### src/rtl/bms_pkg.sv
package bms_pkg;

  localparam logic OP_PATTERN = 1'b0;
  localparam logic OP_TEXT    = 1'b1;

  localparam int unsigned BYTE_VALUES = 256;

  typedef enum logic [4:0] {
    ST_IDLE,
    ST_CLR,
    ST_BC_RD,
    ST_BC_WR,
    ST_GS_INIT,
    ST_OUT,
    ST_OUT_WT,
    ST_IN_CHK,
    ST_IN_CMP,
    ST_IN_UPD,
    ST_STEP,
    ST_FIN_RD0,
    ST_FIN_WT0,
    ST_FIN_RD,
    ST_FIN_WR,
    ST_SC_WIN,
    ST_SC_RD,
    ST_SC_CMP,
    ST_SC_MIS,
    ST_SC_MBC,
    ST_SC_MADV,
    ST_DONE
  } state_e;

endpackage

### src/rtl/bms_ram.sv
module bms_ram #(
  parameter int unsigned WIDTH = 8,
  parameter int unsigned DEPTH = 16
) (
  input  logic                                     clk_i,
  input  logic                                     we_i,
  input  logic [(DEPTH > 1 ? $clog2(DEPTH) : 1)-1:0] waddr_i,
  input  logic [WIDTH-1:0]                         wdata_i,
  input  logic [(DEPTH > 1 ? $clog2(DEPTH) : 1)-1:0] raddr_i,
  output logic [WIDTH-1:0]                         rdata_o
);

  logic [WIDTH-1:0] mem_q [DEPTH];
  logic [WIDTH-1:0] rdata_q;

  always_ff @(posedge clk_i) begin
    if (we_i) begin
      mem_q[waddr_i] <= wdata_i;
    end
    rdata_q <= mem_q[raddr_i];
  end

  assign rdata_o = rdata_q;

endmodule

### src/rtl/boyer_moore_search.sv
// Boyer-Moore search over a stored pattern and text. A byte transfer is accepted
// whenever start_i is high while busy_o is low. The last pattern byte starts table
// preparation: a sweep over all byte values that resets the bad-character memory, a
// read and a write per pattern byte to fill it, then the good-suffix pass over each
// pattern position and its border chain, then the final fill of the good-suffix table.
// The last text byte starts the scan if a ready pattern fits in the text, reading each
// compared byte through the one read port of the pattern and text memories. Each
// match is reported one match later (or at scan end) so that is_final_o is known;
// results come as one-cycle valid_o strobes and the receiver cannot stall them.
// busy_o stays high until the final result is out.
module boyer_moore_search #(
  parameter int unsigned PAT_DEPTH  = 16,
  parameter int unsigned TEXT_DEPTH = 64
) (
  input  logic       clk_i,
  input  logic       rst_ni,
  input  logic       start_i,
  output logic       busy_o,
  input  logic       op_i,
  input  logic [7:0] data_byte_i,
  input  logic       last_i,
  output logic       valid_o,
  output logic [5:0] position_o,
  output logic       found_o,
  output logic       is_final_o,
  output logic       truncated_o
);

  localparam int unsigned PA = (PAT_DEPTH > 1) ? $clog2(PAT_DEPTH) : 1;
  localparam int unsigned TA = (TEXT_DEPTH > 1) ? $clog2(TEXT_DEPTH) : 1;
  localparam int unsigned MW = $clog2(PAT_DEPTH + 1);
  localparam int unsigned NW = $clog2(TEXT_DEPTH + 1);
  localparam int unsigned GD = PAT_DEPTH + 2;
  localparam int unsigned GA = $clog2(GD);
  localparam int unsigned BW = MW + 1;
  localparam int unsigned SW = $clog2(TEXT_DEPTH + 2);
  localparam int unsigned DW = ((SW > MW) ? SW : MW) + 2;

  bms_pkg::state_e state_q, state_d;

  logic [MW-1:0] pat_len_q, pat_len_d;
  logic          pat_cut_q, pat_cut_d;
  logic          pat_ready_q, pat_ready_d;
  logic          pat_open_q, pat_open_d;
  logic [NW-1:0] txt_len_q, txt_len_d;
  logic          txt_cut_q, txt_cut_d;
  logic          txt_open_q, txt_open_d;
  logic [7:0]    idx_q, idx_d;
  logic [GA-1:0] i_q, i_d, j_q, j_d;
  logic [7:0]    a_q, a_d;
  logic [SW-1:0] s_q, s_d;
  logic [MW-1:0] k_q, k_d;
  logic          pend_vld_q, pend_vld_d;
  logic [SW-1:0] pend_pos_q, pend_pos_d;
  logic          valid_q, valid_d;
  logic [5:0]    pos_q, pos_d;
  logic          found_q, found_d;
  logic          final_q, final_d;
  logic          trunc_q, trunc_d;

  // memory ports
  logic          pat_we;
  logic [PA-1:0] pat_waddr, pat_raddr;
  logic [7:0]    pat_rdata;
  logic          txt_we;
  logic [TA-1:0] txt_waddr, txt_raddr;
  logic [7:0]    txt_rdata;
  logic          bc_we;
  logic [7:0]    bc_waddr, bc_raddr;
  logic [BW-1:0] bc_wdata, bc_rdata;
  logic          gs_we;
  logic [GA-1:0] gs_waddr, gs_raddr, gs_wdata, gs_rdata;
  logic          bp_we;
  logic [GA-1:0] bp_waddr, bp_raddr, bp_wdata, bp_rdata;

  // helper values
  logic          accept;
  logic [MW-1:0] cur_pl;
  logic [NW-1:0] cur_tl, new_tl;
  logic          new_tcut;
  logic          win_over;
  logic          pat_hit;
  logic          tail_in;
  logic signed [BW-1:0] bc_sig;
  logic signed [DW-1:0] bc_shift, gs_shift, mis_adv, mat_adv;

  assign accept = start_i && (state_q == bms_pkg::ST_IDLE);
  assign cur_pl = pat_open_q ? pat_len_q : '0;
  assign cur_tl = txt_open_q ? txt_len_q : '0;
  assign new_tl = (cur_tl < NW'(TEXT_DEPTH)) ? cur_tl + NW'(1) : cur_tl;
  assign new_tcut = (cur_tl < NW'(TEXT_DEPTH)) ? (txt_open_q && txt_cut_q) : 1'b1;
  assign win_over = (DW'(s_q) + DW'(pat_len_q)) > DW'(txt_len_q);
  assign tail_in = (DW'(s_q) + DW'(pat_len_q)) < DW'(txt_len_q);
  assign pat_hit = (pat_rdata == txt_rdata);
  assign bc_sig = $signed(bc_rdata);
  assign bc_shift = $signed(DW'(k_q)) - DW'(bc_sig);
  assign gs_shift = $signed(DW'(gs_rdata));
  assign mis_adv = (bc_shift > gs_shift) ? bc_shift : gs_shift;
  assign mat_adv = $signed(DW'(pat_len_q)) - DW'(bc_sig);

  bms_ram #(.WIDTH(8), .DEPTH(PAT_DEPTH)) u_pat_ram (
    .clk_i, .we_i(pat_we), .waddr_i(pat_waddr), .wdata_i(data_byte_i),
    .raddr_i(pat_raddr), .rdata_o(pat_rdata)
  );

  bms_ram #(.WIDTH(8), .DEPTH(TEXT_DEPTH)) u_txt_ram (
    .clk_i, .we_i(txt_we), .waddr_i(txt_waddr), .wdata_i(data_byte_i),
    .raddr_i(txt_raddr), .rdata_o(txt_rdata)
  );

  bms_ram #(.WIDTH(BW), .DEPTH(bms_pkg::BYTE_VALUES)) u_bc_ram (
    .clk_i, .we_i(bc_we), .waddr_i(bc_waddr), .wdata_i(bc_wdata),
    .raddr_i(bc_raddr), .rdata_o(bc_rdata)
  );

  bms_ram #(.WIDTH(GA), .DEPTH(GD)) u_gs_ram (
    .clk_i, .we_i(gs_we), .waddr_i(gs_waddr), .wdata_i(gs_wdata),
    .raddr_i(gs_raddr), .rdata_o(gs_rdata)
  );

  bms_ram #(.WIDTH(GA), .DEPTH(GD)) u_bp_ram (
    .clk_i, .we_i(bp_we), .waddr_i(bp_waddr), .wdata_i(bp_wdata),
    .raddr_i(bp_raddr), .rdata_o(bp_rdata)
  );

  // next state
  always_comb begin
    state_d = state_q;
    case (state_q)
      bms_pkg::ST_IDLE: begin
        if (accept && last_i) begin
          if (op_i == bms_pkg::OP_PATTERN) begin
            state_d = bms_pkg::ST_CLR;
          end else if (pat_ready_q && (DW'(pat_len_q) <= DW'(new_tl))) begin
            state_d = bms_pkg::ST_SC_WIN;
          end else begin
            state_d = bms_pkg::ST_DONE;
          end
        end
      end
      bms_pkg::ST_CLR:     if (idx_q == 8'd255) state_d = bms_pkg::ST_BC_RD;
      bms_pkg::ST_BC_RD:   state_d = bms_pkg::ST_BC_WR;
      bms_pkg::ST_BC_WR: begin
        if ((idx_q + 8'd1) == 8'(pat_len_q)) state_d = bms_pkg::ST_GS_INIT;
        else state_d = bms_pkg::ST_BC_RD;
      end
      bms_pkg::ST_GS_INIT: state_d = bms_pkg::ST_OUT;
      bms_pkg::ST_OUT: begin
        if (i_q == '0) state_d = bms_pkg::ST_FIN_RD0;
        else state_d = bms_pkg::ST_OUT_WT;
      end
      bms_pkg::ST_OUT_WT:  state_d = bms_pkg::ST_IN_CHK;
      bms_pkg::ST_IN_CHK: begin
        if (GA'(j_q) > GA'(pat_len_q)) state_d = bms_pkg::ST_STEP;
        else state_d = bms_pkg::ST_IN_CMP;
      end
      bms_pkg::ST_IN_CMP: begin
        if (pat_rdata == a_q) state_d = bms_pkg::ST_STEP;
        else state_d = bms_pkg::ST_IN_UPD;
      end
      bms_pkg::ST_IN_UPD:  state_d = bms_pkg::ST_IN_CHK;
      bms_pkg::ST_STEP:    state_d = bms_pkg::ST_OUT;
      bms_pkg::ST_FIN_RD0: state_d = bms_pkg::ST_FIN_WT0;
      bms_pkg::ST_FIN_WT0: state_d = bms_pkg::ST_FIN_RD;
      bms_pkg::ST_FIN_RD:  state_d = bms_pkg::ST_FIN_WR;
      bms_pkg::ST_FIN_WR: begin
        if (i_q == GA'(pat_len_q)) state_d = bms_pkg::ST_IDLE;
        else state_d = bms_pkg::ST_FIN_RD;
      end
      bms_pkg::ST_SC_WIN: begin
        if (win_over) state_d = bms_pkg::ST_DONE;
        else state_d = bms_pkg::ST_SC_RD;
      end
      bms_pkg::ST_SC_RD:   state_d = bms_pkg::ST_SC_CMP;
      bms_pkg::ST_SC_CMP: begin
        if (!pat_hit) state_d = bms_pkg::ST_SC_MIS;
        else if (k_q != '0) state_d = bms_pkg::ST_SC_RD;
        else if (tail_in) state_d = bms_pkg::ST_SC_MBC;
        else state_d = bms_pkg::ST_SC_WIN;
      end
      bms_pkg::ST_SC_MIS:  state_d = bms_pkg::ST_SC_WIN;
      bms_pkg::ST_SC_MBC:  state_d = bms_pkg::ST_SC_MADV;
      bms_pkg::ST_SC_MADV: state_d = bms_pkg::ST_SC_WIN;
      bms_pkg::ST_DONE:    state_d = bms_pkg::ST_IDLE;
      default:             state_d = bms_pkg::ST_IDLE;
    endcase
  end

  // datapath and memory control
  always_comb begin
    pat_len_d   = pat_len_q;
    pat_cut_d   = pat_cut_q;
    pat_ready_d = pat_ready_q;
    pat_open_d  = pat_open_q;
    txt_len_d   = txt_len_q;
    txt_cut_d   = txt_cut_q;
    txt_open_d  = txt_open_q;
    idx_d       = idx_q;
    i_d         = i_q;
    j_d         = j_q;
    a_d         = a_q;
    s_d         = s_q;
    k_d         = k_q;
    pend_vld_d  = pend_vld_q;
    pend_pos_d  = pend_pos_q;
    valid_d     = 1'b0;
    pos_d       = pos_q;
    found_d     = found_q;
    final_d     = final_q;
    trunc_d     = trunc_q;
    pat_we = 1'b0; pat_waddr = PA'(cur_pl); pat_raddr = '0;
    txt_we = 1'b0; txt_waddr = TA'(cur_tl); txt_raddr = '0;
    bc_we = 1'b0; bc_waddr = idx_q; bc_wdata = '1; bc_raddr = '0;
    gs_we = 1'b0; gs_waddr = '0; gs_wdata = '0; gs_raddr = '0;
    bp_we = 1'b0; bp_waddr = '0; bp_wdata = '0; bp_raddr = '0;
    case (state_q)
      bms_pkg::ST_IDLE: begin
        if (accept) begin
          if (op_i == bms_pkg::OP_PATTERN) begin
            pat_open_d = !last_i;
            if (!pat_open_q) begin
              pat_ready_d = 1'b0;
              pat_cut_d   = 1'b0;
            end
            if (cur_pl < MW'(PAT_DEPTH)) begin
              pat_we    = 1'b1;
              pat_len_d = cur_pl + MW'(1);
            end else begin
              pat_len_d = cur_pl;
              pat_cut_d = 1'b1;
            end
            idx_d = '0;
          end else begin
            txt_open_d = !last_i;
            txt_we     = (cur_tl < NW'(TEXT_DEPTH));
            txt_len_d  = new_tl;
            txt_cut_d  = new_tcut;
            s_d        = '0;
            pend_vld_d = 1'b0;
            trunc_d    = pat_cut_q || new_tcut;
          end
        end
      end
      bms_pkg::ST_CLR: begin
        // sweep the bad-character memory back to -1, clear good-suffix entries in use
        bc_we    = 1'b1;
        gs_we    = (idx_q <= 8'(pat_len_q));
        gs_waddr = GA'(idx_q);
        idx_d    = idx_q + 8'd1;
      end
      bms_pkg::ST_BC_RD: pat_raddr = PA'(idx_q);
      bms_pkg::ST_BC_WR: begin
        bc_we    = 1'b1;
        bc_waddr = pat_rdata;
        bc_wdata = BW'(idx_q);
        idx_d    = idx_q + 8'd1;
      end
      bms_pkg::ST_GS_INIT: begin
        bp_we    = 1'b1;
        bp_waddr = GA'(pat_len_q);
        bp_wdata = GA'(pat_len_q) + GA'(1);
        i_d      = GA'(pat_len_q);
        j_d      = GA'(pat_len_q) + GA'(1);
      end
      bms_pkg::ST_OUT:    pat_raddr = PA'(i_q - GA'(1));
      bms_pkg::ST_OUT_WT: a_d = pat_rdata;
      bms_pkg::ST_IN_CHK: pat_raddr = PA'(j_q - GA'(1));
      bms_pkg::ST_IN_CMP: begin
        gs_raddr = j_q;
        bp_raddr = j_q;
      end
      bms_pkg::ST_IN_UPD: begin
        gs_we    = (gs_rdata == '0);
        gs_waddr = j_q;
        gs_wdata = j_q - i_q;
        j_d      = bp_rdata;
      end
      bms_pkg::ST_STEP: begin
        bp_we    = 1'b1;
        bp_waddr = i_q - GA'(1);
        bp_wdata = j_q - GA'(1);
        i_d      = i_q - GA'(1);
        j_d      = j_q - GA'(1);
      end
      bms_pkg::ST_FIN_RD0: bp_raddr = '0;
      bms_pkg::ST_FIN_WT0: begin
        j_d = bp_rdata;
        i_d = '0;
      end
      bms_pkg::ST_FIN_RD: begin
        gs_raddr = i_q;
        bp_raddr = j_q;
      end
      bms_pkg::ST_FIN_WR: begin
        gs_we    = (gs_rdata == '0);
        gs_waddr = i_q;
        gs_wdata = j_q;
        if ((i_q == j_q) && (j_q <= GA'(pat_len_q))) j_d = bp_rdata;
        i_d = i_q + GA'(1);
        if (i_q == GA'(pat_len_q)) pat_ready_d = 1'b1;
      end
      bms_pkg::ST_SC_WIN: k_d = pat_len_q - MW'(1);
      bms_pkg::ST_SC_RD: begin
        pat_raddr = PA'(k_q);
        txt_raddr = TA'(s_q + SW'(k_q));
      end
      bms_pkg::ST_SC_CMP: begin
        if (!pat_hit) begin
          bc_raddr = txt_rdata;
          gs_raddr = GA'(k_q) + GA'(1);
        end else if (k_q != '0) begin
          k_d = k_q - MW'(1);
        end else begin
          // full match: release the held one, hold this one until its successor is known
          valid_d    = pend_vld_q;
          pos_d      = 6'(pend_pos_q);
          found_d    = 1'b1;
          final_d    = 1'b0;
          pend_vld_d = 1'b1;
          pend_pos_d = s_q;
          txt_raddr  = TA'(s_q + SW'(pat_len_q));
          if (!tail_in) s_d = s_q + SW'(1);
        end
      end
      bms_pkg::ST_SC_MIS: begin
        if (mis_adv < DW'(1)) s_d = s_q + SW'(1);
        else s_d = s_q + SW'(mis_adv);
      end
      bms_pkg::ST_SC_MBC: bc_raddr = txt_rdata;
      bms_pkg::ST_SC_MADV: begin
        if (mat_adv < DW'(1)) s_d = s_q + SW'(1);
        else s_d = s_q + SW'(mat_adv);
      end
      bms_pkg::ST_DONE: begin
        valid_d = 1'b1;
        pos_d   = pend_vld_q ? 6'(pend_pos_q) : 6'd0;
        found_d = pend_vld_q;
        final_d = 1'b1;
      end
      default: ;
    endcase
  end

  always_ff @(posedge clk_i or negedge rst_ni) begin
    if (!rst_ni) begin
      state_q     <= bms_pkg::ST_IDLE;
      pat_len_q   <= '0;
      pat_cut_q   <= 1'b0;
      pat_ready_q <= 1'b0;
      pat_open_q  <= 1'b0;
      txt_len_q   <= '0;
      txt_cut_q   <= 1'b0;
      txt_open_q  <= 1'b0;
      pend_vld_q  <= 1'b0;
      valid_q     <= 1'b0;
    end else begin
      state_q     <= state_d;
      pat_len_q   <= pat_len_d;
      pat_cut_q   <= pat_cut_d;
      pat_ready_q <= pat_ready_d;
      pat_open_q  <= pat_open_d;
      txt_len_q   <= txt_len_d;
      txt_cut_q   <= txt_cut_d;
      txt_open_q  <= txt_open_d;
      pend_vld_q  <= pend_vld_d;
      valid_q     <= valid_d;
    end
  end

  always_ff @(posedge clk_i) begin
    idx_q      <= idx_d;
    i_q        <= i_d;
    j_q        <= j_d;
    a_q        <= a_d;
    s_q        <= s_d;
    k_q        <= k_d;
    pend_pos_q <= pend_pos_d;
    pos_q      <= pos_d;
    found_q    <= found_d;
    final_q    <= final_d;
    trunc_q    <= trunc_d;
  end

  assign busy_o      = (state_q != bms_pkg::ST_IDLE);
  assign valid_o     = valid_q;
  assign position_o  = pos_q;
  assign found_o     = found_q;
  assign is_final_o  = final_q;
  assign truncated_o = trunc_q;

  a_final_quiet: assert property (@(posedge clk_i) disable iff (!rst_ni)
    valid_o && is_final_o |=> !valid_o)
    else $error("result after the final one");

  a_notfound_final: assert property (@(posedge clk_i) disable iff (!rst_ni)
    valid_o && !found_o |-> is_final_o)
    else $error("not-found result that is not final");

  a_ready_from_build: assert property (@(posedge clk_i) disable iff (!rst_ni)
    $rose(pat_ready_q) |-> $past(state_q) == bms_pkg::ST_FIN_WR)
    else $error("pattern ready outside table build");

  a_scan_in_text: assert property (@(posedge clk_i) disable iff (!rst_ni)
    state_q == bms_pkg::ST_SC_CMP |-> (DW'(s_q) + DW'(k_q)) < DW'(txt_len_q))
    else $error("scan compare beyond stored text");

endmodule
### config.mk
export PLATFORM = sky130hd
export DESIGN_NAME = boyer_moore_search
export DESIGN_NICKNAME = d
export VERILOG_FILES = /design/src/rtl/bms_pkg.sv /design/src/rtl/bms_ram.sv /design/src/rtl/boyer_moore_search.sv
export SDC_FILE = /design/constraint.sdc
export NUM_CORES = 2
export LEC_CHECK = 0
export BUFFER_PORTS_ARGS = -buffer_cell sky130_fd_sc_hd__buf_2
export CORE_UTILIZATION = 50
export CTS_BUF_LIST = sky130_fd_sc_hd__clkbuf_16
export DETAILED_ROUTE_END_ITERATION = 12
export HOLD_SLACK_MARGIN = 0.1
export PLACE_DENSITY_LB_ADDON = 0.15
export SYNTH_ARGS = -nofsm -noshare
export SYNTH_HDL_FRONTEND = slang
export SYNTH_SLANG_ARGS = --single-unit
### constraint.sdc
create_clock -name clk_i -period 15.1 [get_ports clk_i]
set_input_delay 3.02 -clock clk_i [delete_from_list [all_inputs] [get_ports clk_i]]
set_output_delay 3.02 -clock clk_i [all_outputs]
set_load 0.02 [all_outputs]
== Yosys cells after proc, flatten, opt, wreduce, memory -nomap -nowiden ==
Memory sizes are Yosys's and may differ from the RTL's. A register that Yosys moved wholly into a read port is not among the register bits.
Index checks and enable logic that the tools add are counted.

* Bitwise gates (word level): 2
* Equal/unequal tests: 40
* Reduce and logical (&&, ||, !) cells: 39
* Mux-type cells: 94
* Magnitude comparators: 11
* Add/subtract/negate cells: 19

{| class="wikitable"
|+ Operator list
! cell !! count
|-
| one-hot mux 5 bit (18 select lines) || 1
|-
| two-way mux 5 bit || 14
|-
| two-way mux 7 bit || 9
|-
| == test 5 x 4 -> 1 bit, second input constant || 8
|-
| one-hot mux 5 bit (2 select lines) || 4
|-
| one-hot mux 5 bit (4 select lines) || 2
|-
| two-way mux 6 bit || 6
|-
| two-way mux 1 bit || 33
|-
| two-way mux 8 bit || 4
|-
| one-hot mux 8 bit (2 select lines) || 2
|-
| == test 5 bit, second input constant || 6
|-
| one-hot mux 5 bit (3 select lines) || 2
|-
| one-hot mux 7 bit (4 select lines) || 1
|-
| inequality test 2 bit, second input constant || 12
|-
| one-hot mux 6 bit (2 select lines) || 2
|-
| adder 5 x 1 -> 5 bit, second input constant || 4
|-
| == test 5 x 3 -> 1 bit, second input constant || 4
|-
| subtractor 5 x 1 -> 5 bit, second input constant || 4
|-
| AND reduction 3 bit || 6
|-
| == test 8 bit || 2
|-
| one-hot mux 4 bit (4 select lines) || 1
|-
| logical NOT 5 bit || 3
|-
| adder 7 x 1 -> 7 bit, second input constant || 2
|-
| adder 7 bit || 2
|-
| other kinds (39) || 71
|}

* Bits of input ports: 13
* Memories kept: 5
* Flip-flop bits (word level): 77
* Output and inout port bits: 11
* RAM bits: 2,356

{| class="wikitable"
|+ Memories
! name !! depth !! width !! rd ports !! clocked after memory_dff !! wr ports !! RTL line !! source
|-
| u_bc_ram.mem_q || 256 || 6 || 1 || 1 || 1 || bms_ram.sv:13 || <nowiki>logic [WIDTH-1:0] mem_q [DEPTH];</nowiki>
|-
| u_txt_ram.mem_q || 64 || 8 || 1 || 1 || 1 || bms_ram.sv:13 ||
|-
| u_pat_ram.mem_q || 16 || 8 || 1 || 1 || 1 || bms_ram.sv:13 ||
|-
| u_bp_ram.mem_q || 18 || 5 || 1 || 1 || 1 || bms_ram.sv:13 ||
|-
| u_gs_ram.mem_q || 18 || 5 || 1 || 1 || 1 || bms_ram.sv:13 ||
|}

== Depth between registers and ports, before layout ==
* Depth in word-level cells: 9
* Depth in mapped cells: 24
* Mapped depth without buffers: 23

== By module ==
Synthesis repeated with hierarchy kept, for this count alone.

* Cells, all modules: 5,422
* Area total of the unflattened synthesis: 100,532.7 um^2

{| class="wikitable"
|+ Modules (own cells, without submodules)
! module !! seq. area each (um^2) !! area each (um^2) !! cells each !! instances
|-
| bms_ram (u_bc_ram) || 46,244.4 || 60,073.9 || 2,964 || 1
|-
| bms_ram (u_txt_ram) || 15,534.9 || 20,166.8 || 940 || 1
|-
| boyer_moore_search || 2,192.1 || 7,667.4 || 901 || 1
|-
| bms_ram (u_bp_ram ...) || 2,802.7 || 3,738.6 || 194 || 2
|-
| bms_ram (u_pat_ram) || 4,003.8 || 5,147.4 || 229 || 1
|}

== Least setup slack after synthesis ==
OpenSTA, ideal clock, no wires.

* Kind: reg2reg
* From: register state_q[3]
* To: memory u_bc_ram.mem_q[0][2] in the netlist's numbering (data pin)
* Clock period less this slack: 5,224 ps
* Setup time: 830 ps
* Cell stages (with the launch flop): 7
* Data required time: 14,270 ps
* Slack: 9,876 ps
* Arrival: 4,393 ps
* Path through: dfrtp_1 -> buf_2 -> clkbuf_1 -> nor2_1 -> nand2_1 -> clkbuf_1 -> or3_1

* Cells in the longest elaborated chain, start to end: 2

{| class="wikitable"
|+ RTL lines
! element !! RTL line !! source
|-
| start: declaration || boyer_moore_search.sv:39 || <nowiki>bms_pkg::state_e state_q, state_d;</nowiki>
|-
| start signal: assignment || boyer_moore_search.sv:346 || <nowiki>state_q <= bms_pkg::ST_IDLE;</nowiki>
|-
| start signal: assignment || boyer_moore_search.sv:357 || <nowiki>state_q <= state_d;</nowiki>
|-
| == test 5 x 2 -> 1 bit || boyer_moore_search.sv:216 || <nowiki>case (state_q)</nowiki>
|-
| two-way mux 6 bit || boyer_moore_search.sv:216 ||
|-
| via bc_wdata[2] || boyer_moore_search.sv:70 || <nowiki>logic [BW-1:0] bc_wdata, bc_rdata;</nowiki>
|-
| end: declaration || bms_ram.sv:13 ||
|}

The timed path passes the listed nets, and every way through them passes these cells.

== Worst setup path in the final report ==
* From: register u_txt_ram.rdata_q[0], in the netlist u_txt_ram.rdata_o[0], read port of u_txt_ram.mem_q
* To: register u_txt_ram.rdata_q[5], in the netlist u_txt_ram.rdata_o[5], read port of u_txt_ram.mem_q

* Cells in the longest elaborated chain, start to end: 3

{| class="wikitable"
|+ RTL lines
! element !! RTL line !! source
|-
| start: declaration || bms_ram.sv:14 || <nowiki>logic [WIDTH-1:0] rdata_q;</nowiki>
|-
| == test 8 bit || boyer_moore_search.sv:94 || <nowiki>assign pat_hit = (pat_rdata == txt_rdata);</nowiki>
|-
| two-way mux 6 bit || boyer_moore_search.sv:308 || <nowiki>if (!pat_hit) begin</nowiki>
|-
| one-hot mux 6 bit (2 select lines) || boyer_moore_search.sv:216 ||
|}

No other way between the ends.
A chain may end at the register's enable or synchronous reset.

==> flow_summary.ini <==
[clock_network]
clk_path_buf_depth = 3
cts_tree = built
cts_resized = 0
cts_buffers = 240
cts-root-buf = clkbuf_16
htreeDepth = 4
postCtsHoldBufs = 0
clock_latency_ns = 0.91
post_cts_buffers = 0
cts.sinks = 2465
clkTransAtPathRegs_ns = 0.07

[yosys]
synth_compound_area_frac = 0.0975
ys_ff_latch = 2465
synth_xor_area_frac = 0.00702
yosys.cell_types.count = 95
synthSimpleGateAreaFrac = 0.0818
synth_largest_area_cell = edfxtp_1
synth_fa_ha_area_frac = 0.0109
synthArstFlopShare = 0.00974
yosys_warnings = 0
netlist_area_um2 = 102000
synth_area_leaders = edfxtp_1, mux4_2, mux2i_1
synth_top_family_by_area = compound AO/OA/AOI/OAI gates
synth_cells = 7002
synthMuxAreaShare = 0.0621
synth_ff_type = edfxtp_1
syn_nets = 7100
synth_edf_count = 2409
syn_avg_cell_area_um2 = 14.6
yosys.area.top_type_share = 0.707
seq_area_frac_synth = 0.719

[worst_hold_path]
hp-class = reg -> reg

[layout]
multiInputGateArea_um2 = 26800
nFillCells = 16002
fin_nets = 7044
seq_area_um2 = 73600
syn_to_final_growth_pct = 10.6
final_cell_mix = edfxtp_1, nor2_1, nand2_1, a21oi_1, o21ai_0
final_common_cell = edfxtp_1
fin_area_um2 = 113000
drive_gt1_frac = 0.108

[detailed_routing]
drc = 0
dr.first_iter.drc_count = 7762
avgViaCountPerCell = 6.34
ant_nets = 0
vias = 62334
drt_first_pass_iters = 6
wl_per_cell_um = 28.9
wl_um = 284000

[power]
combPwrFrac = 0.003
power_density_nw_per_um2 = 119
clock_power_share = 0.448
cell_internal_pwr_mw = 10.9
peakVddDrop_mv = 0.136
power_switching_share = 0.197
seqPwrFrac = 0.549
finalPower_mw = 13.5
p_leak_nw = 39.0
p_sw_mw = 2.67

[placement]
place_congestion = 0.918
place_hpwl_um = 170000
post_dp_cell_area_um2 = 105000
io_buffers = 23
pre_cts_ws_ns = 8.75

[timing]
hold_viol = 0
rsz0062_at_grt = no
layout_min_cycle_time_ns = 6.00
setup_viol_count_final = 0
maxSlewViolCount = 0
whs_ns = 0.515
fin_skew_ns = 0.0379
fmax_ghz = 0.167
relSlewSlack = 0.0943
setup_tns_ns = 0
layout_setup_ws_ns = 9.10
period_share = 0.397
tightest_slew_ns = 1.35

[grt]
grt_antenna_before_repair = 10
grt_max_degree = 211
grt_use_total = 0.272
overflow = 0
grt_pass1_vias = 60816
grt_pass1_wl_um = 411000

[die]
start_util = 0.505
coreArea_um2 = 203000
num_io_pins = 24
fp.dieH_um = 454
rows = 165
dieArea_um2 = 206000
die_w_um = 454

[worst_setup_path]
cp.arrival_ns = 6.84
start_kind = register
required_ns = 15.94
end_kind = register
critical_path.max_fanout = 123
critPathKind = reg -> reg

[outcome]
status = finished, final reports clean

[run]
maxCapViolCount = 0
[Yosys cell counts (32+ instances only)]
library cell,count
nand3_1,147
o22ai_1,93
buf_2,97
o211ai_1,120
inv_1,72
xor2_1,32
buf_1,39
nand2_1,645
nor3_1,79
and2_1,36
a211oi_1,152
dfxtp_1,32
o21ai_0,288
nor2b_1,47
mux2i_1,273
a32oi_1,47
and3_1,83
edfxtp_1,2409
clkbuf_1,303
mux4_2,137
or3_1,35
xnor2_1,50
nand4_1,35
a31oi_1,87
o221ai_1,53
nor2_1,688
ha_1,78
a21oi_1,294
mux2_2,48
[final timing paths]
kind | from | to | slack, ns | cells past startpoint
worst max-delay path | u_txt_ram.rdata_o[0]$_DFF_P_ | u_txt_ram.rdata_o[5]$_DFF_P_ | 9.10 | 12
worst min-delay path | txt_cut_q$_DFFE_PN0P_ | txt_cut_q$_DFFE_PN0P_ | 0.52 | 2
worst max register to register | u_txt_ram.rdata_o[0]$_DFF_P_ | u_txt_ram.rdata_o[5]$_DFF_P_ | 9.10 | 12
worst min register to register | txt_cut_q$_DFFE_PN0P_ | txt_cut_q$_DFFE_PN0P_ | 0.52 | 2
max in group asynchronous | rst_ni | state_q[1]$_DFFE_PN0P_ | 12.56 | 1
min in group asynchronous | rst_ni | pat_len_q[0]$_DFFE_PN0P_ | 2.11 | 1
[registers in the layout, indices dropped and copies added (netlist names), 6 cells and up]
name and count:
a_q 8, idx_q 8, pend_pos_q 6, position_o 6
s_q 7, txt_len_q 7, u_bc_ram.mem_q 1536, u_bc_ram.rdata_o 6
u_bp_ram.mem_q 90, u_gs_ram.mem_q 90, u_pat_ram.mem_q 128, u_pat_ram.rdata_o 8
u_txt_ram.mem_q 512, u_txt_ram.rdata_o 8
[power by group through the flow]
| stage | sequential, mW | combinational, mW | clock, mW |
|---|---|---|---|
| floorplan | 7.57 | 0.000350 | 0 |
| global placement | 7.56 | 0.0416 | 0 |
| detailed placement | 7.56 | 0.0422 | 0 |
| CTS | 7.42 | 0.0420 | 6.11 |
| global route | 7.42 | 0.0430 | 6.37 |
| finish | 7.42 | 0.0405 | 6.07 |
[per-stage QoR]
| stage | utilization | instances |
|---|---|---|
| 6_report | 0.558 | 9831 |
| 5_1_grt | 0.558 | 9831 |
| 4_1_cts | 0.558 | 9828 |
| 3_3_place_gp | 0.519 | 9375 |
| 3_5_place_dp | 0.519 | 9375 |
| 2_1_floorplan | - | 7002 |
[worst max-delay path, cell delays in order (launching register included)]
cell and delay (ns):
dfxtp_4 0.81, buf_12 0.57, xnor2_1 0.21, nand4_1 0.40, or4_2 0.74, buf_4 0.31
nand2_8 0.61, buf_4 0.78, a211oi_1 0.18, a311oi_1 0.32, a211oi_1 0.12, a2111oi_0 0.38
and3_1 0.22
[per-layer routing]
| layer | global-route usage | wire (um) |
|---|---|---|
| met1 | 0.368 | 113000 |
| met2 | 0.446 | 137000 |
| met3 | 0.0448 | 23500 |
| met4 | 0.0979 | 10200 |
| met5 | 0 | 31 |
[cells by family after synthesis]
kind of cell	Yosys count
DFF	2465
and+or+nand+nor	1898
xor gates and xnor gates	82
muxes	458
buffers and inverters	535
AOI/OAI and AO/OA	1479
adders and majority gates	85
[area by class of cell]
class,instances,share of cell area
flip-flops and latches,2465,0.650
multi-input cells,4002,0.237
clock buffers,242,0.0535
well taps,2672,0.0295
clock inverters,211,0.0170
repair buffers,160,0.0107
inverters,77,0.00256
diodes,2,0.0000442
No activity file was read; power rests on OpenSTA's default activity.
